<file path="config.mk">
export PLATFORM = sky130hd
export DESIGN_NAME = response_line_parser
export DESIGN_NICKNAME = d
export VERILOG_FILES = /design/src/design/rlp_pkg.sv /design/src/design/rlp_parser.sv /design/src/design/response_line_parser.sv
export SDC_FILE = /design/constraint.sdc
export NUM_CORES = 1
export LEC_CHECK = 0
export BUFFER_PORTS_ARGS = -buffer_cell sky130_fd_sc_hd__buf_2
export CORE_MARGIN = 10
export CORE_UTILIZATION = 50
export CTS_BUF_LIST = sky130_fd_sc_hd__clkbuf_4
export DETAILED_ROUTE_END_ITERATION = 6
export HOLD_SLACK_MARGIN = 0.08
export PLACE_DENSITY = 0.72
export SLEW_MARGIN = 15
export SYNTH_ARGS = -nofsm -noshare
export SYNTH_HDL_FRONTEND = slang
export SYNTH_SLANG_ARGS = --single-unit
export TNS_END_PERCENT = 100
</file>
<file path="constraint.sdc">
create_clock -name aclk -period 2.7 [get_ports aclk]
set_clock_uncertainty 0.1 [all_clocks]
set_input_delay 0.27 -clock aclk [delete_from_list [all_inputs] [get_ports aclk]]
set_output_delay 0.27 -clock aclk [all_outputs]
set_load 0.02 [all_outputs]
</file>
<file path="src/design/rlp_pkg.sv">
`default_nettype none

package rlp_pkg;

    // Default accumulator widths for the two decimal fields
    localparam int REQ_VALUE_BITS_DEF   = 8;
    localparam int PARAM_VALUE_BITS_DEF = 16;

    localparam int BYTE_W        = 8;
    localparam int STATUS_W      = 2;
    localparam int REQ_VALUE_W   = 8;
    localparam int PARAM_VALUE_W = 16;
    localparam int RESULT_DATA_W = 2 * BYTE_W + REQ_VALUE_W + PARAM_VALUE_W;

    typedef enum logic [STATUS_W-1:0] {
        STATUS_MORE  = 2'd0,
        STATUS_DONE  = 2'd1,
        STATUS_ERROR = 2'd2
    } status_t;

    // ASCII codes
    localparam logic [BYTE_W-1:0] CH_LF    = 8'h0a;
    localparam logic [BYTE_W-1:0] CH_CR    = 8'h0d;
    localparam logic [BYTE_W-1:0] CH_SPACE = 8'h20;
    localparam logic [BYTE_W-1:0] CH_ZERO  = 8'h30;
    localparam logic [BYTE_W-1:0] CH_NINE  = 8'h39;
    localparam logic [BYTE_W-1:0] CH_A     = 8'h41;
    localparam logic [BYTE_W-1:0] CH_B     = 8'h42;
    localparam logic [BYTE_W-1:0] CH_E     = 8'h45;
    localparam logic [BYTE_W-1:0] CH_F     = 8'h46;
    localparam logic [BYTE_W-1:0] CH_H     = 8'h48;
    localparam logic [BYTE_W-1:0] CH_K     = 8'h4b;
    localparam logic [BYTE_W-1:0] CH_L     = 8'h4c;
    localparam logic [BYTE_W-1:0] CH_M     = 8'h4d;
    localparam logic [BYTE_W-1:0] CH_P     = 8'h50;
    localparam logic [BYTE_W-1:0] CH_Q     = 8'h51;
    localparam logic [BYTE_W-1:0] CH_R     = 8'h52;
    localparam logic [BYTE_W-1:0] CH_S     = 8'h53;
    localparam logic [BYTE_W-1:0] CH_T     = 8'h54;
    localparam logic [BYTE_W-1:0] CH_U     = 8'h55;
    localparam logic [BYTE_W-1:0] CH_W     = 8'h57;
    localparam logic [BYTE_W-1:0] CH_X     = 8'h58;
    localparam logic [BYTE_W-1:0] CH_F_LC  = 8'h66;
    localparam logic [BYTE_W-1:0] CH_NONE  = 8'h00;

    typedef struct packed {
        status_t                    status;
        logic [BYTE_W-1:0]          request_code;
        logic [REQ_VALUE_W-1:0]     request_value;
        logic [BYTE_W-1:0]          param_code;
        logic [PARAM_VALUE_W-1:0]   param_value;
    } result_t;

    function automatic logic is_digit(input logic [BYTE_W-1:0] c);
        return (c >= CH_ZERO) && (c <= CH_NINE);
    endfunction

    function automatic logic is_newline(input logic [BYTE_W-1:0] c);
        return (c == CH_LF) || (c == CH_CR);
    endfunction

    function automatic logic is_request_letter(input logic [BYTE_W-1:0] c);
        return (c == CH_Q) || (c == CH_T) || (c == CH_L) || (c == CH_M) ||
               (c == CH_U) || (c == CH_X) || (c == CH_P) || (c == CH_S) ||
               (c == CH_B) || (c == CH_E) || (c == CH_W) || (c == CH_K) ||
               (c == CH_F) || (c == CH_F_LC) || (c == CH_H);
    endfunction

    function automatic logic is_param_letter(input logic [BYTE_W-1:0] c);
        return (c == CH_P) || (c == CH_E) || (c == CH_F) ||
               (c == CH_A) || (c == CH_R) || (c == CH_B);
    endfunction

endpackage

`default_nettype wire

</file>
<file path="src/design/rlp_parser.sv">
`default_nettype none

module rlp_parser #(
    parameter int REQ_VALUE_BITS   = rlp_pkg::REQ_VALUE_BITS_DEF,
    parameter int PARAM_VALUE_BITS = rlp_pkg::PARAM_VALUE_BITS_DEF
) (
    input  wire logic                        aclk,
    input  wire logic                        aresetn,
    input  wire logic                        step,
    input  wire logic [rlp_pkg::BYTE_W-1:0]  rx_byte,
    output rlp_pkg::result_t                 result
);

    typedef enum logic [2:0] {
        ST_REQ_CODE    = 3'd0,
        ST_REQ_VALUE   = 3'd1,
        ST_PARAM_CODE  = 3'd2,
        ST_PARAM_VALUE = 3'd3,
        ST_ERROR       = 3'd4
    } state_t;

    state_t                            state_reg,       state_next;
    logic [rlp_pkg::BYTE_W-1:0]        req_code_reg,    req_code_next;
    logic [REQ_VALUE_BITS-1:0]         req_value_reg,   req_value_next;
    logic [rlp_pkg::BYTE_W-1:0]        param_code_reg,  param_code_next;
    logic [PARAM_VALUE_BITS-1:0]       param_value_reg, param_value_next;
    rlp_pkg::status_t                  status;

    logic [REQ_VALUE_BITS-1:0]         req_acc;
    logic [PARAM_VALUE_BITS-1:0]       param_acc;

    // value * 10 + digit, wrapping at the accumulator width
    assign req_acc = (req_value_reg << 3) + (req_value_reg << 1)
                   + REQ_VALUE_BITS'(rx_byte[3:0]);
    assign param_acc = (param_value_reg << 3) + (param_value_reg << 1)
                     + PARAM_VALUE_BITS'(rx_byte[3:0]);

    always_comb begin
        state_next       = state_reg;
        req_code_next    = req_code_reg;
        req_value_next   = req_value_reg;
        param_code_next  = param_code_reg;
        param_value_next = param_value_reg;
        status           = rlp_pkg::STATUS_MORE;
        unique case (state_reg)
            ST_REQ_CODE: begin
                if (rlp_pkg::is_request_letter(rx_byte)) begin
                    req_code_next  = rx_byte;
                    req_value_next = '0;
                    state_next     = ST_REQ_VALUE;
                end else if (!rlp_pkg::is_newline(rx_byte)) begin
                    state_next = ST_ERROR;
                    status     = rlp_pkg::STATUS_ERROR;
                end
            end
            ST_REQ_VALUE: begin
                if (rlp_pkg::is_digit(rx_byte)) begin
                    req_value_next = req_acc;
                end else if (rx_byte == rlp_pkg::CH_SPACE) begin
                    state_next = ST_PARAM_CODE;
                end else begin
                    state_next = ST_ERROR;
                    status     = rlp_pkg::STATUS_ERROR;
                end
            end
            ST_PARAM_CODE: begin
                if (rlp_pkg::is_param_letter(rx_byte)) begin
                    param_code_next  = rx_byte;
                    param_value_next = '0;
                    state_next       = ST_PARAM_VALUE;
                end else begin
                    param_code_next = rlp_pkg::CH_NONE;
                    state_next      = ST_ERROR;
                    status          = rlp_pkg::STATUS_ERROR;
                end
            end
            ST_PARAM_VALUE: begin
                if (rlp_pkg::is_digit(rx_byte)) begin
                    param_value_next = param_acc;
                end else if (rlp_pkg::is_newline(rx_byte)) begin
                    state_next = ST_REQ_CODE;
                    status     = rlp_pkg::STATUS_DONE;
                end else begin
                    param_code_next = rlp_pkg::CH_NONE;
                    state_next      = ST_ERROR;
                    status          = rlp_pkg::STATUS_ERROR;
                end
            end
            default: begin
                // error state and unused codes: wait for a newline
                if (rlp_pkg::is_newline(rx_byte)) begin
                    state_next = ST_REQ_CODE;
                    status     = rlp_pkg::STATUS_DONE;
                end else begin
                    param_code_next = rlp_pkg::CH_NONE;
                    state_next      = ST_ERROR;
                    status          = rlp_pkg::STATUS_ERROR;
                end
            end
        endcase
    end

    always_comb begin
        result.status        = status;
        result.request_code  = req_code_next;
        result.request_value = rlp_pkg::REQ_VALUE_W'(req_value_next);
        result.param_code    = param_code_next;
        result.param_value   = rlp_pkg::PARAM_VALUE_W'(param_value_next);
    end

    always_ff @(posedge aclk) begin
        if (!aresetn) begin
            state_reg       <= ST_REQ_CODE;
            req_code_reg    <= '0;
            req_value_reg   <= '0;
            param_code_reg  <= rlp_pkg::CH_NONE;
            param_value_reg <= '0;
        end else if (step) begin
            state_reg       <= state_next;
            req_code_reg    <= req_code_next;
            req_value_reg   <= req_value_next;
            param_code_reg  <= param_code_next;
            param_value_reg <= param_value_next;
        end
    end

endmodule

`default_nettype wire

</file>
<file path="src/design/response_line_parser.sv">
// Response line parser.
//
// Input channel (s_axis_*): one received ASCII byte per request. The parser
// reads lines of the form: request letter, decimal digits, space, parameter
// letter, decimal digits, newline (CR or LF). CR/LF ahead of a line is skipped.
// Result channel (m_axis_*): exactly one result request per input byte,
// carrying the status (need more, completed, error) in tuser and the current
// request code/value and parameter code/value in tdata.
// Path: a byte accepted on s_axis_* passes through the input register, then the
// result register, before it shows on m_axis_*. Throughput: one byte per cycle
// while m_axis_tready is high, set by the state update between the two registers.
// Stalls: while m_axis_tready is low the result holds; one more byte is held
// in the input register, after which s_axis_tready drops until the result is
// taken.
// Reset (aresetn low, synchronous): both registers empty, parser back to the
// request code state with all codes and values cleared.
// After an error the parser drops bytes (reporting error) until a newline,
// which reports completed.

`default_nettype none

module response_line_parser #(
    parameter int REQ_VALUE_BITS   = rlp_pkg::REQ_VALUE_BITS_DEF,
    parameter int PARAM_VALUE_BITS = rlp_pkg::PARAM_VALUE_BITS_DEF
) (
    input  wire logic                               aclk,
    input  wire logic                               aresetn,
    // tdata: [7:0] rx_byte
    input  wire logic                               s_axis_tvalid,
    output logic                                    s_axis_tready,
    input  wire logic [rlp_pkg::BYTE_W-1:0]         s_axis_tdata,
    // tdata: [7:0] request_code, [15:8] request_value, [23:16] param_code,
    //        [39:24] param_value
    output logic                                    m_axis_tvalid,
    input  wire logic                               m_axis_tready,
    output logic [rlp_pkg::RESULT_DATA_W-1:0]       m_axis_tdata,
    // tuser: [1:0] status
    output logic [rlp_pkg::STATUS_W-1:0]            m_axis_tuser
);

    logic                          in_valid_reg;
    logic [rlp_pkg::BYTE_W-1:0]    in_byte_reg;
    logic                          out_valid_reg;
    rlp_pkg::result_t              out_result_reg;
    rlp_pkg::result_t              parse_result;
    logic                          advance;

    // Advance the held byte through the parser when the result slot is free or being taken
    assign advance       = in_valid_reg && (!out_valid_reg || m_axis_tready);
    assign s_axis_tready = !in_valid_reg || advance;

    rlp_parser #(
        .REQ_VALUE_BITS   (REQ_VALUE_BITS),
        .PARAM_VALUE_BITS (PARAM_VALUE_BITS)
    ) u_parser (
        .aclk    (aclk),
        .aresetn (aresetn),
        .step    (advance),
        .rx_byte (in_byte_reg),
        .result  (parse_result)
    );

    // Input register: hold one byte until the parser takes it
    always_ff @(posedge aclk) begin
        if (!aresetn) begin
            in_valid_reg <= 1'b0;
        end else if (s_axis_tready) begin
            in_valid_reg <= s_axis_tvalid;
        end
    end

    always_ff @(posedge aclk) begin
        if (s_axis_tvalid && s_axis_tready) begin
            in_byte_reg <= s_axis_tdata;
        end
    end

    // Result register: load on advance, drop once the receiver takes it
    always_ff @(posedge aclk) begin
        if (!aresetn) begin
            out_valid_reg <= 1'b0;
        end else if (advance) begin
            out_valid_reg <= 1'b1;
        end else if (m_axis_tready) begin
            out_valid_reg <= 1'b0;
        end
    end

    always_ff @(posedge aclk) begin
        if (advance) begin
            out_result_reg <= parse_result;
        end
    end

    assign m_axis_tvalid = out_valid_reg;
    assign m_axis_tuser  = out_result_reg.status;
    assign m_axis_tdata  = {out_result_reg.param_value, out_result_reg.param_code,
                            out_result_reg.request_value, out_result_reg.request_code};

endmodule

`default_nettype wire

</file>
### After elaboration in Yosys (flattened, before gate mapping)

Index checks and enable logic that the tools add are counted.

* logic and storage cells: 106
* memories kept: 0
* latch bits: 0
* memory bits (read-only): 0
* memory bits (writable): 0
* output and inout port bits: 44
* flip-flop bits (word level): 95
* bits of input ports: 12

* mux-type cells: 30
* $add $sub $neg: 4
* bitwise gates (word level): 0
* shifts and indexed selects: 0
* div/mod/pow operators: 0
* reduce and logical (&&, ||, !) cells: 31
* order comparisons: 2
* $mul: 0
* equality and inequality tests: 26

Operator list (count)
* == test 8 x 7 -> 1 bit (second input constant): 17
* two-way mux 8 bit: 7
* two-way mux 16 bit: 2
* one-hot mux 16 bit (2 select lines): 1
* one-hot mux 8 bit (3 select lines): 1
* logical OR 1 bit: 22
* two-way mux 3 bit: 7
* adder 16 bit: 1
* adder 16 x 4 -> 16 bit: 1
* == test 8 x 4 -> 1 bit (second input constant): 2
* one-hot mux 8 bit (2 select lines): 1
* two-way mux 2 bit: 7
* one-hot mux 3 bit (4 select lines): 1
* adder 8 x 4 -> 8 bit: 1
* adder 8 bit: 1
* == test 8 x 6 -> 1 bit (second input constant): 1
* >= comparator 8 x 6 -> 1 bit (second input constant): 1
* less-or-equal comparator 8 x 6 -> 1 bit (second input constant): 1
* one-hot mux 2 bit (4 select lines): 1
* == test 3 x 2 -> 1 bit (second input constant): 2
* inequality test 2 bit (second input constant): 2
* AND reduction 4 bit: 1
* == test 3 x 1 -> 1 bit (second input constant): 1
* logical AND 1 bit: 3
* other kinds (6): 8

### Logic depth before layout (Yosys ltp)

Gate-level depths: netlist of run 1.

* word-level depth: 17
* depth in mapped cells: 10
* gate-level depth less buffers: 10

### By module

Synthesis of run 1 repeated with hierarchy kept, for this count alone.

* cell total of the unflattened synthesis: 487
* area, all modules: 5275.1 µm²

By module, submodules not included
* rlp_parser: cells each 428, area an instance 3669.8 µm², times used 1
* response_line_parser: cells each 59, area an instance 1605.3 µm², times used 1

### Least setup slack after synthesis of run 1

OpenSTA, ideal clock, no wires.

* kind: reg2reg
* start: reg out_valid_reg, in the netlist m_axis_tvalid
* end: reg u_parser.param_code_reg[4] (netlist name)
* period minus slack after synthesis: 3.024 ns
* required time: 2.526 ns
* data arrival time: 2.851 ns
* setup slack: -0.324 ns
* library setup time: 0.074 ns
* path buffers: 2
* cell stages (with the launch flop): 9
* cells stage by stage: dfxtp_1 nor2b_1 nand2b_1 buf_2 inv_1 clkbuf_1 and3_1 nand2_1 a21oi_1

* longest elaborated chain between the ends: 3

RTL lines
* from (decl): line response_line_parser.sv:43 `logic out_valid_reg;`
* from (signal assigned): line response_line_parser.sv:81 `out_valid_reg <= 1'b0;`
* from (signal assigned): line response_line_parser.sv:83 `out_valid_reg <= 1'b1;`
* from (signal assigned): line response_line_parser.sv:85 `out_valid_reg <= 1'b0;`
* logical NOT 1 bit: line response_line_parser.sv:49 `assign advance = in_valid_reg && (!out_valid_reg || m_axis_tready);`
* logical OR 1 bit: line response_line_parser.sv:49
* logical AND 1 bit: line response_line_parser.sv:49
* named net advance: line response_line_parser.sv:46 `logic advance;`
* to (signal assigned): line rlp_parser.sv:116 `param_code_reg <= rlp_pkg::CH_NONE;`
* to (signal assigned): line rlp_parser.sv:122 `param_code_reg <= param_code_next;`
* to (decl): line rlp_parser.sv:25 `logic [rlp_pkg::BYTE_W-1:0] param_code_reg, param_code_next;`

The timed path passes the listed nets, and every way through them passes these cells.
A chain may end at the register's enable or synchronous reset.

### Worst setup path after layout of run 1

* start: reg in_byte_reg[3] (netlist name)
* end: reg u_parser.param_value_reg[14]

* longest elaborated chain between the ends: 8
* elaborated cells between the ends (all ways): 18
* those cells by class: add/sub (1); order compare (2); eq/ne (6); mux (3); reduce/logical (6)

RTL lines
* from (decl): line response_line_parser.sv:42 `logic [rlp_pkg::BYTE_W-1:0] in_byte_reg;`
* from (signal assigned): line response_line_parser.sv:74 `in_byte_reg <= s_axis_tdata;`
* parallel branches: the longest is 7 deep, another holds adder 16 x 4 -> 16 bit
* one-hot mux 16 bit (2 select lines) (*): line rlp_parser.sv:45 `unique case (state_reg)`
* to (signal assigned): line rlp_parser.sv:123 `param_value_reg <= param_value_next;`
* to (decl): line rlp_parser.sv:26 `logic [PARAM_VALUE_BITS-1:0] param_value_reg, param_value_next;`

Mark *: on every way between the ends.

==> flow_summary.ini, run 1 <==
[yosys]
postSynthRegisterBits = 95
synthCells = 504
ys_seq_area_share_pct = 47.1
synthArstFlopShare_pct = 0
synth_edf_count = 50
synth.area.top_cells = edfxtp_1 29%, dfxtp_1 18%, ha_1 8.8%, nand2_1 5.3%, o21ai_0 3.0%
synth_top_cell_by_area = edfxtp_1
ys_types = 69
syn_area_per_cell_um2 = 10.1
synth.top_cell.area_share_pct = 29.5
synth_nets = 556
syn_area_um2 = 5100
ys.flop_type = edfxtp_1
yosysWarnings = 0

[worst_setup_path]
startpoint_type = flop
required_ns = 3.00
r2r_slack_ns = -0.05
r2r_end = u_parser.param_value_reg[14]$_SDFFE_PN0P_
r2r_cells = 9
arrival_ns = 3.05
worstSetupPathType = reg2reg
cp-end-kind = flop
timing.rr.start = in_byte_reg[3]$_DFFE_PP_
worstPathMaxFanout = 4

[pwr]
powerDensity_nw_per_um2 = 432
p_leak_nw = 2.45
ir_worst_vdd_v = 0.000256
power.total_mw = 2.57

[min_path]
hold_depth = 2
hp-class = reg2reg
min_from = u_parser.req_code_reg[7]$_SDFFE_PN0P_
min_to = u_parser.req_code_reg[7]$_SDFFE_PN0P_

[floorplan]
core_area_um2 = 9860
die-height_um = 121
core.rowCount = 36
start_util_pct = 51.7
die_area_um2 = 14600
io_pins = 56
die_width_um = 121

[grt]
grt_pass1_wl_um = 19600
antenna_found_initial = 1
grt_pass1_vias = 4031
grt_max_degree = 54
gr-total-overflow = 0
grt_util_all_layers_pct = 16.4

[clock_network]
cts_tree = done
cts_buffers = 9
cts_max_level = 3
clock_sinks = 95
root_buffer = clkbuf_4
clock_latency_ns = 0.47
cts.reportedPaths.clkPinSlew_ns = 0.14
clockBufferDepth = 2

[sta]
fmax_mhz = 364
fin_crit_sh_pct = 102
relSlewSlack_pct = 60.4
tightest_slew_ns = 0.589
setup_violations = 2
hold_viol = 0
fin_ws_ns = -0.0459
rsz0062_at_grt = yes
final.min_clock_period_ns = 2.75
finalMaxSlewViolations = 0

[detailed_routing]
avgRoutedWirePerCell_um = 16.1
totalWireLength_um = 11600
drt_iter0_drc = 322
num_vias = 4018
first_pass_iters = 4
ant_nets = 0
route.detailed.drc = 0
via_per_inst = 5.56

[cells_and_area]
drive_gt1_share_pct = 21.4
final_cells = 723
synthToLayoutAreaGrowth_pct = 16.8
fillers = 815
nets = 636
utilization_pct = 60.3
final_common_cell = nand2_1
largest_reg_flops = 40
layout_common_cells = 72 x nand2_1, 55 x buf_2, 50 x edfxtp_1

[placement]
place_congestion = 0.921
dp_cells = 691
io_buffers = 55
place_ws_ns = -0.209
hpwl_um = 8240

[status]
violations = setup timing
status = finished with violations

[run]
drv_cap = 0
[routing by layer]
layer	vias up	share of wire (%)	global-route usage, %
li1	1994	-	-
met2	98	47	25.9
met1	1906	45	20.8
met3	20	5.0	3.30
met5	-	0	0
met4	0	2.4	8.60
[worst max-delay path by stage]
stage / slack, ns / end / from / cells after the start
final: -0.05 / u_parser.param_value_reg[14]$_SDFFE_PN0P_ / in_byte_reg[3]$_DFFE_PP_ / 9
after global routing: -0.16 / u_parser.param_value_reg[14]$_SDFFE_PN0P_ / in_byte_reg[3]$_DFFE_PP_ / 9
after CTS: -0.001 / m_axis_tdata[35]$_DFFE_PP_ / in_byte_reg[3]$_DFFE_PP_ / 8
after detailed placement: -0.21 / m_axis_tdata[39]$_DFFE_PP_ / in_byte_reg[3]$_DFFE_PP_ / 8
after global placement: -0.05 / m_axis_tdata[39]$_DFFE_PP_ / in_byte_reg[3]$_DFFE_PP_ / 8
after floorplan: 0.009 / u_parser.param_value_reg[14]$_SDFFE_PN0P_ / in_byte_reg[3]$_DFFE_PP_ / 9
[cells by family after synthesis]
| logic type | share of synthesized area (%) |
|---|---|
| AND/OR/NAND/NOR | 15.8 |
| AO/OA/AOI/OAI | 18.5 |
| flip-flops | 47.1 |
| buffers and inverters | 3.66 |
| adder cells (fa/ha/maj) | 10.4 |
| XOR/XNOR | 3.09 |
| multiplexers | 1.40 |
[final cells by class]
cell class / instances / area, um2 / area share [%]
multi-input combinational: 369 / 2580 / 43.4
sequential: 95 / 2400 / 40.4
timing repair buffer: 96 / 626 / 10.5
tap: 133 / 166 / 2.80
clock buffer: 11 / 82.6 / 1.39
inverter: 13 / 48.8 / 0.820
clock inverter: 5 / 42.5 / 0.715
antenna: 1 / 2.50 / 0.0421
[critical path, stage by stage, from the launching register on]
cell	delay (ns)
edfxtp_1	0.45
fa_1	0.55
inv_1	0.06
fa_2	0.36
nor2b_2	0.15
o31a_1	0.18
o21a_1	0.17
o211ai_1	0.17
a2111o_1	0.43
nand3_1	0.07
[power breakdown]
part / switching [mW] / leakage, nW / internal, mW
clock: 0.488 / 0.0681 / 0.220
sequential: 0.0246 / 0.834 / 1.56
combinational: 0.177 / 1.54 / 0.101
[synthesized netlist by cell type, types with 5 or more instances]
master	count
nand2b_1	5
and2_1	11
o211ai_1	6
nor2_1	37
a32oi_1	6
clkbuf_1	13
o21a_1	6
edfxtp_1	50
nor3_1	5
dfxtp_1	45
ha_1	36
a21o_1	5
a22o_1	16
xnor2_1	11
xor2_1	7
inv_1	12
a21oi_1	24
o21ai_0	31
nor2b_1	5
buf_2	8
nand3_1	16
mux2i_1	6
nand2_1	72
[what timing repair did]
item,CTS,global route
setup buffers,1,2
hold endpoints to repair,11,0
hold buffers,12,0
gates cloned,0,0
pin swaps,8,19
resized for setup,7,12
endpoints found under the setup margin,14,17
[through the flow]
| stage | hold slack, ns | setup TNS, ns | instance area (um2) |
|---|---|---|---|
| 6_report | 0.338 | -0.0690 | 5950 |
| 5_1_grt | 0.359 | -1.06 | 5950 |
| 4_1_cts | 0.337 | -0.00147 | 5890 |
| 3_5_place_dp | 0.318 | -1.13 | 5610 |
| 3_3_place_gp | 0.311 | -0.121 | 5610 |
| 2_1_floorplan | 0.269 | 0 | 5100 |
Note: power is estimated with default switching activity, not from simulation.
==> run 2, diff against run 1 <==
PLACE_DENSITY = 0.7   (was 0.72)
clock period = 3 ns   (was 2.7 ns; I/O delays follow)
==> flow_summary.ini, run 2 (same netlist as run 1, synthesis figures left out) <==
[clock_network]
postCtsSetupRepairBufs = 0
cts_tree = done
cts.reportedPaths.clkPinSlew_ns = 0.16
clock_latency_ns = 0.48
clockBufferDepth = 2
cts_buffers = 9
cts_max_level = 3
clock_sinks = 95
root_buffer = clkbuf_4

[cells_and_area]
diodes = 0
final_common_cell = nand2_1
regArea_um2 = 2400
utilization_pct = 58.8
final_cells = 709
drive_gt1_share_pct = 18.2
multi_input_area_um2 = 2520
fillers = 830
nets = 623
synthToLayoutAreaGrowth_pct = 13.7
largest_reg_flops = 40
layout_common_cells = 72 x nand2_1, 55 x buf_2, 50 x edfxtp_1

[placement]
dp_cells = 681
place_ws_ns = 0.110
hpwl_um = 8180
place_congestion = 0.904
io_buffers = 55

[sta]
fin_ws_ns = 0.120
final.min_clock_period_ns = 2.88
rsz0062_at_grt = no
fin_crit_sh_pct = 96.0
setup_violations = 0
tns_ns = 0
fmax_mhz = 347
hold_viol = 0
finalMaxSlewViolations = 0
hold-worst-slack_ns = 0.0873
tightest_slew_ns = 0.707
relSlewSlack_pct = 52.7

[floorplan]
start_util_pct = 51.7
io_pins = 56
die_area_um2 = 14600
die_width_um = 121
core.rowCount = 36
core_area_um2 = 9860
die-height_um = 121

[detailed_routing]
via_per_inst = 5.61
totalWireLength_um = 11400
ant_nets = 0
first_pass_iters = 5
num_vias = 3976
drt_iter0_drc = 208
route.detailed.drc = 0
avgRoutedWirePerCell_um = 16.1

[grt]
grt_util_all_layers_pct = 16.3
antenna_found_initial = 0
grt_pass1_wl_um = 19500
gr-total-overflow = 0
grt_pass1_vias = 3901
grt_max_degree = 30

[pwr]
combPwrFrac_pct = 9.9
seqPwrFrac_pct = 59.5
powerDensity_nw_per_um2 = 414
internal_power_mw = 1.75
p_switching_mw = 0.646
ir_worst_vdd_v = 0.000233
p_clk_share_pct = 30.6
p_leak_nw = 2.40
switching_share_pct = 26.9

[worst_setup_path]
worstSetupPathType = reg2reg
required_ns = 3.34
worstPathMaxFanout = 4
startpoint_type = flop
arrival_ns = 3.22
cp-end-kind = flop

[run]
drv_cap = 0

[min_path]
hp-class = in2reg

[status]
status = finished clean
[run 2: cell types whose count changed in the layout (fill, tap and decap cells not counted), sizes merged]
cell         change
diode            -1
buf             -12
inv              +1
dlygate4sd3      -1
clkbuf           -2
bufinv           +1
[run 2: cell type report]
class                           instances  share of cell area [%]
Clock buffer                            9                    1.17
Timing Repair Buffer                   83                    8.85
Clock inverter                          7                    1.38
Inverter                               13                   0.842
Multi-Input combinational cell        369                    43.4
Sequential cell                        95                    41.4
Tap cell                              133                    2.87
[run 2: stage by stage]
step	area, um2	power, mW
5_1_grt	5800	2.49
3_5_place_dp	5520	1.68
3_3_place_gp	5520	1.68
6_report	5800	2.40
2_1_floorplan	5100	1.61
4_1_cts	5780	2.41
[run 2: path summary, 6_finish.rpt]
kind / startpoint / end / slack [ns] / depth (start not counted)
worst min-delay path: aresetn / u_parser.state_reg[0]$_SDFFE_PN0P_ / 0.09 / 3
worst max-delay path: in_byte_reg[3]$_DFFE_PP_ / u_parser.param_value_reg[14]$_SDFFE_PN0P_ / 0.12 / 9
worst min register to register: u_parser.req_code_reg[7]$_SDFFE_PN0P_ / u_parser.req_code_reg[7]$_SDFFE_PN0P_ / 0.33 / 2
worst max register to register: in_byte_reg[3]$_DFFE_PP_ / u_parser.param_value_reg[14]$_SDFFE_PN0P_ / 0.12 / 9
[run 2: critical path, cell delays in order, from the launching register on]
cell and delay, ns:
edfxtp_1 0.46, fa_1 0.59, inv_1 0.07, fa_1 0.44, nor2b_2 0.17, o31a_1 0.17, o21a_1 0.18, o211ai_1 0.18
a2111o_1 0.40, nand3_1 0.08
[run 2: routing by layer]
metal / GRT usage [%] / wire length (um) / vias to the layer above
met5: 0 / 0 / -
met4: 6.56 / 188 / 0
met3: 3.68 / 726 / 15
met2: 25.4 / 5270 / 101
met1: 21.5 / 5230 / 1887
li1: - / - / 1973
[run 2: what timing repair did]
item,CTS,global route
endpoints found under the hold margin,10,0
gates resized for setup,0,3
endpoints found under the setup margin,0,3
hold buffers,11,0
[run 2: power groups by stage]
stage | clock network [mW] | registers (mW) | logic [mW]
4_1_cts | 0.743 | 1.43 | 0.239
6_report | 0.734 | 1.43 | 0.238
3_3_place_gp | 0 | 1.46 | 0.223
5_1_grt | 0.795 | 1.43 | 0.263
3_5_place_dp | 0 | 1.46 | 0.227
2_1_floorplan | 0 | 1.48 | 0.128
==> run 3, diff against run 2 <==
SETUP_SLACK_MARGIN = 0.2   (was unset)
SYNTH_HIERARCHICAL = 1   (was unset)
==> flow_summary.ini, run 3 <==
[grt]
grt_util_all_layers_pct = 16.2
gr-total-overflow = 0
grt_max_degree = 26
antenna_found_initial = 1
grt_pass1_vias = 3971
grt_pass1_wl_um = 19800

[worst_setup_path]
crit_slowest_cell = fa_1
worstPathMaxFanout = 4
crit_path_end = m_axis_tdata[39]$_DFFE_PP_
crit_buf_inv = 0
r2r_end = m_axis_tdata[39]$_DFFE_PP_
crit_family = compound AO/OA/AOI/OAI gates
cpPeakStageDelay_ns = 0.59
startpoint_type = flop
arrival_ns = 2.92
r2r_cells = 8
required_ns = 3.07
r2r_slack_ns = 0.16
crit_cells = 8
cp-end-kind = flop
worstPathCellList = fa_1, ha_4, a211oi_2, nor2_1, o31a_1, a32oi_1, mux2i_1, o21ai_0
timing.rr.start = in_byte_reg[3]$_DFFE_PP_
worstSetupPathType = reg2reg
worstSetupStartpoint = in_byte_reg[3]$_DFFE_PP_

[pwr]
powerDensity_nw_per_um2 = 385
ir_worst_vdd_v = 0.000188
internal_power_mw = 1.73
p_leak_nw = 2.48
power.total_mw = 2.31
seqPwrFrac_pct = 61.8
p_switching_mw = 0.587
switching_share_pct = 25.4
p_clk_share_pct = 28.0
combPwrFrac_pct = 10.2

[detailed_routing]
num_vias = 4062
route.detailed.drc = 0
first_pass_iters = 5
via_per_inst = 5.84
totalWireLength_um = 11900
ant_nets = 0
avgRoutedWirePerCell_um = 17.0
drt_iter0_drc = 282

[yosys]
synth-compound-area-share_pct = 20.2
synthArstFlopShare_pct = 0
synth.area.top_cells = edfxtp_1 28%, dfxtp_1 17%, ha_1 8.5%, a22o_1 3.8%, nor2_1 3.3%
ys.flop_type = edfxtp_1
netlist_top_cells_count = 50 x edfxtp_1, 46 x nor2_1, 45 x dfxtp_1
yosysWarnings = 6
yosys.area_share.simple_pct = 14.8
synth_xor_area_share_pct = 2.82
synth_edf_count = 50
synthCells = 487
synth_most_common_cell = edfxtp_1
syn_area_um2 = 5280
synth_top_family_by_area = compound AO/OA/AOI/OAI gates
postSynthRegisterBits = 95
synth_top_cell_by_area = edfxtp_1
synth.area.mux_share_pct = 2.80
synthAdderAreaFrac_pct = 10.1
synth.top_cell.area_share_pct = 28.5
syn_area_per_cell_um2 = 10.8
ys_types = 74
ys_seq_area_share_pct = 45.5
synth_nets = 539

[clock_network]
cts_buffers = 9
clock_sinks = 95
cts_tree = done
cts.reportedPaths.clkPinSlew_ns = 0.15
cts_max_level = 3
clockBufferDepth = 2
clock_latency_ns = 0.45
root_buffer = clkbuf_4

[floorplan]
die-height_um = 123
start_util_pct = 51.1
die_area_um2 = 15100
io_pins = 56
die_width_um = 123
core.rowCount = 37
core_area_um2 = 10300

[sta]
final.min_clock_period_ns = 2.84
rsz0062_at_grt = yes
relSlewSlack_pct = 47.1
tns_ns = 0
hold_viol = 0
tightest_slew_ns = 0.790
fmax_mhz = 352
setup_violations = 0
finalMaxSlewViolations = 0
fin_crit_sh_pct = 94.7

[cells_and_area]
final_cells = 696
multi_input_area_um2 = 2760
fillers = 901
layout_common_cells = 55 x buf_2, 50 x edfxtp_1, 46 x nor2_1
drive_gt1_share_pct = 21.8
final_common_cell = buf_2
regArea_um2 = 2400
nets = 607
largest_reg_flops = 40
utilization_pct = 58.2
synthToLayoutAreaGrowth_pct = 13.9

[placement]
io_buffers = 55
hpwl_um = 8450
place_congestion = 0.943
dp_cells = 667

[min_path]
hp-class = in2reg

[status]
status = finished clean

[run]
drv_cap = 0
==> run 3: cell families after synthesis <==
kind of cell             after synthesis
buffers and inverters                 40
adder cells (fa/ha/maj)               40
multiplexers                          14
AND/OR/NAND/NOR                      152
flip-flops                            95
XOR/XNOR                              17
AO/OA/AOI/OAI                        129
==> run 3: how the worst min path moves through the flow <==
stage / cells after the start / slack [ns] / from / endpoint
3_3_place_gp: 2 / 0.31 / u_parser/req_code_reg[7]$_SDFFE_PN0P_ / u_parser/req_code_reg[7]$_SDFFE_PN0P_
4_1_cts: 2 / 0.13 / aresetn / m_axis_tvalid$_SDFFE_PN0P_
6_report: 2 / 0.19 / aresetn / m_axis_tvalid$_SDFFE_PN0P_
3_5_place_dp: 2 / 0.33 / u_parser/req_code_reg[7]$_SDFFE_PN0P_ / u_parser/req_code_reg[7]$_SDFFE_PN0P_
2_1_floorplan: 0 / 0.30 / s_axis_tdata[0] / in_byte_reg[0]$_DFFE_PP_
5_1_grt: 2 / 0.17 / aresetn / m_axis_tvalid$_SDFFE_PN0P_
==> run 3: stage by stage <==
| step | area, um2 | setup slack, ns | hold WS [ns] |
|---|---|---|---|
| floorplan | 5290 | 0.209 | 0.299 |
| finish | 6010 | 0.158 | 0.185 |
| CTS | 5970 | 0.172 | 0.132 |
| global route | 6010 | 0.0202 | 0.170 |
| detailed placement | 5700 | 0.0914 | 0.326 |
| global placement | 5700 | 0.114 | 0.314 |
==> run 3: final cells by class <==
| cell class | instances | share of cell area (%) |
|---|---|---|
| Clock inverter | 6 | 0.875 |
| Multi-Input combinational cell | 352 | 45.9 |
| Sequential cell | 95 | 40.0 |
| Inverter | 17 | 1.06 |
| Timing Repair Buffer | 80 | 8.16 |
| Antenna cell | 1 | 0.0417 |
| Clock buffer | 9 | 1.12 |
| Tap cell | 136 | 2.83 |
==> run 3: timing repair <==
action	in CTS	in global routing
pin swaps	9	3
cloned	0	0
buffers inserted	0	2
setup endpoints to repair	6	11
endpoints found under the hold margin	10	0
hold buffers	11	0
resized for setup	6	3
==> run 3: metal layers <==
| layer | vias up | GRT usage [%] | part of all wire, % |
|---|---|---|---|
| met2 | 121 | 26.0 | 47 |
| met1 | 1960 | 21.7 | 46 |
| met4 | 0 | 6.19 | 1.4 |
| met3 | 12 | 2.39 | 5.9 |
| li1 | 1969 | - | - |
| met5 | - | 0 | 0 |
==> run 3: power by group through the flow <==
stage / Clock (mW) / Combinational, mW / Sequential [mW]
after floorplan: 0 / 0.128 / 1.48
after global placement: 0 / 0.221 / 1.46
after detailed placement: 0 / 0.224 / 1.46
after CTS: 0.668 / 0.237 / 1.43
after global routing: 0.721 / 0.257 / 1.43
final: 0.649 / 0.236 / 1.43
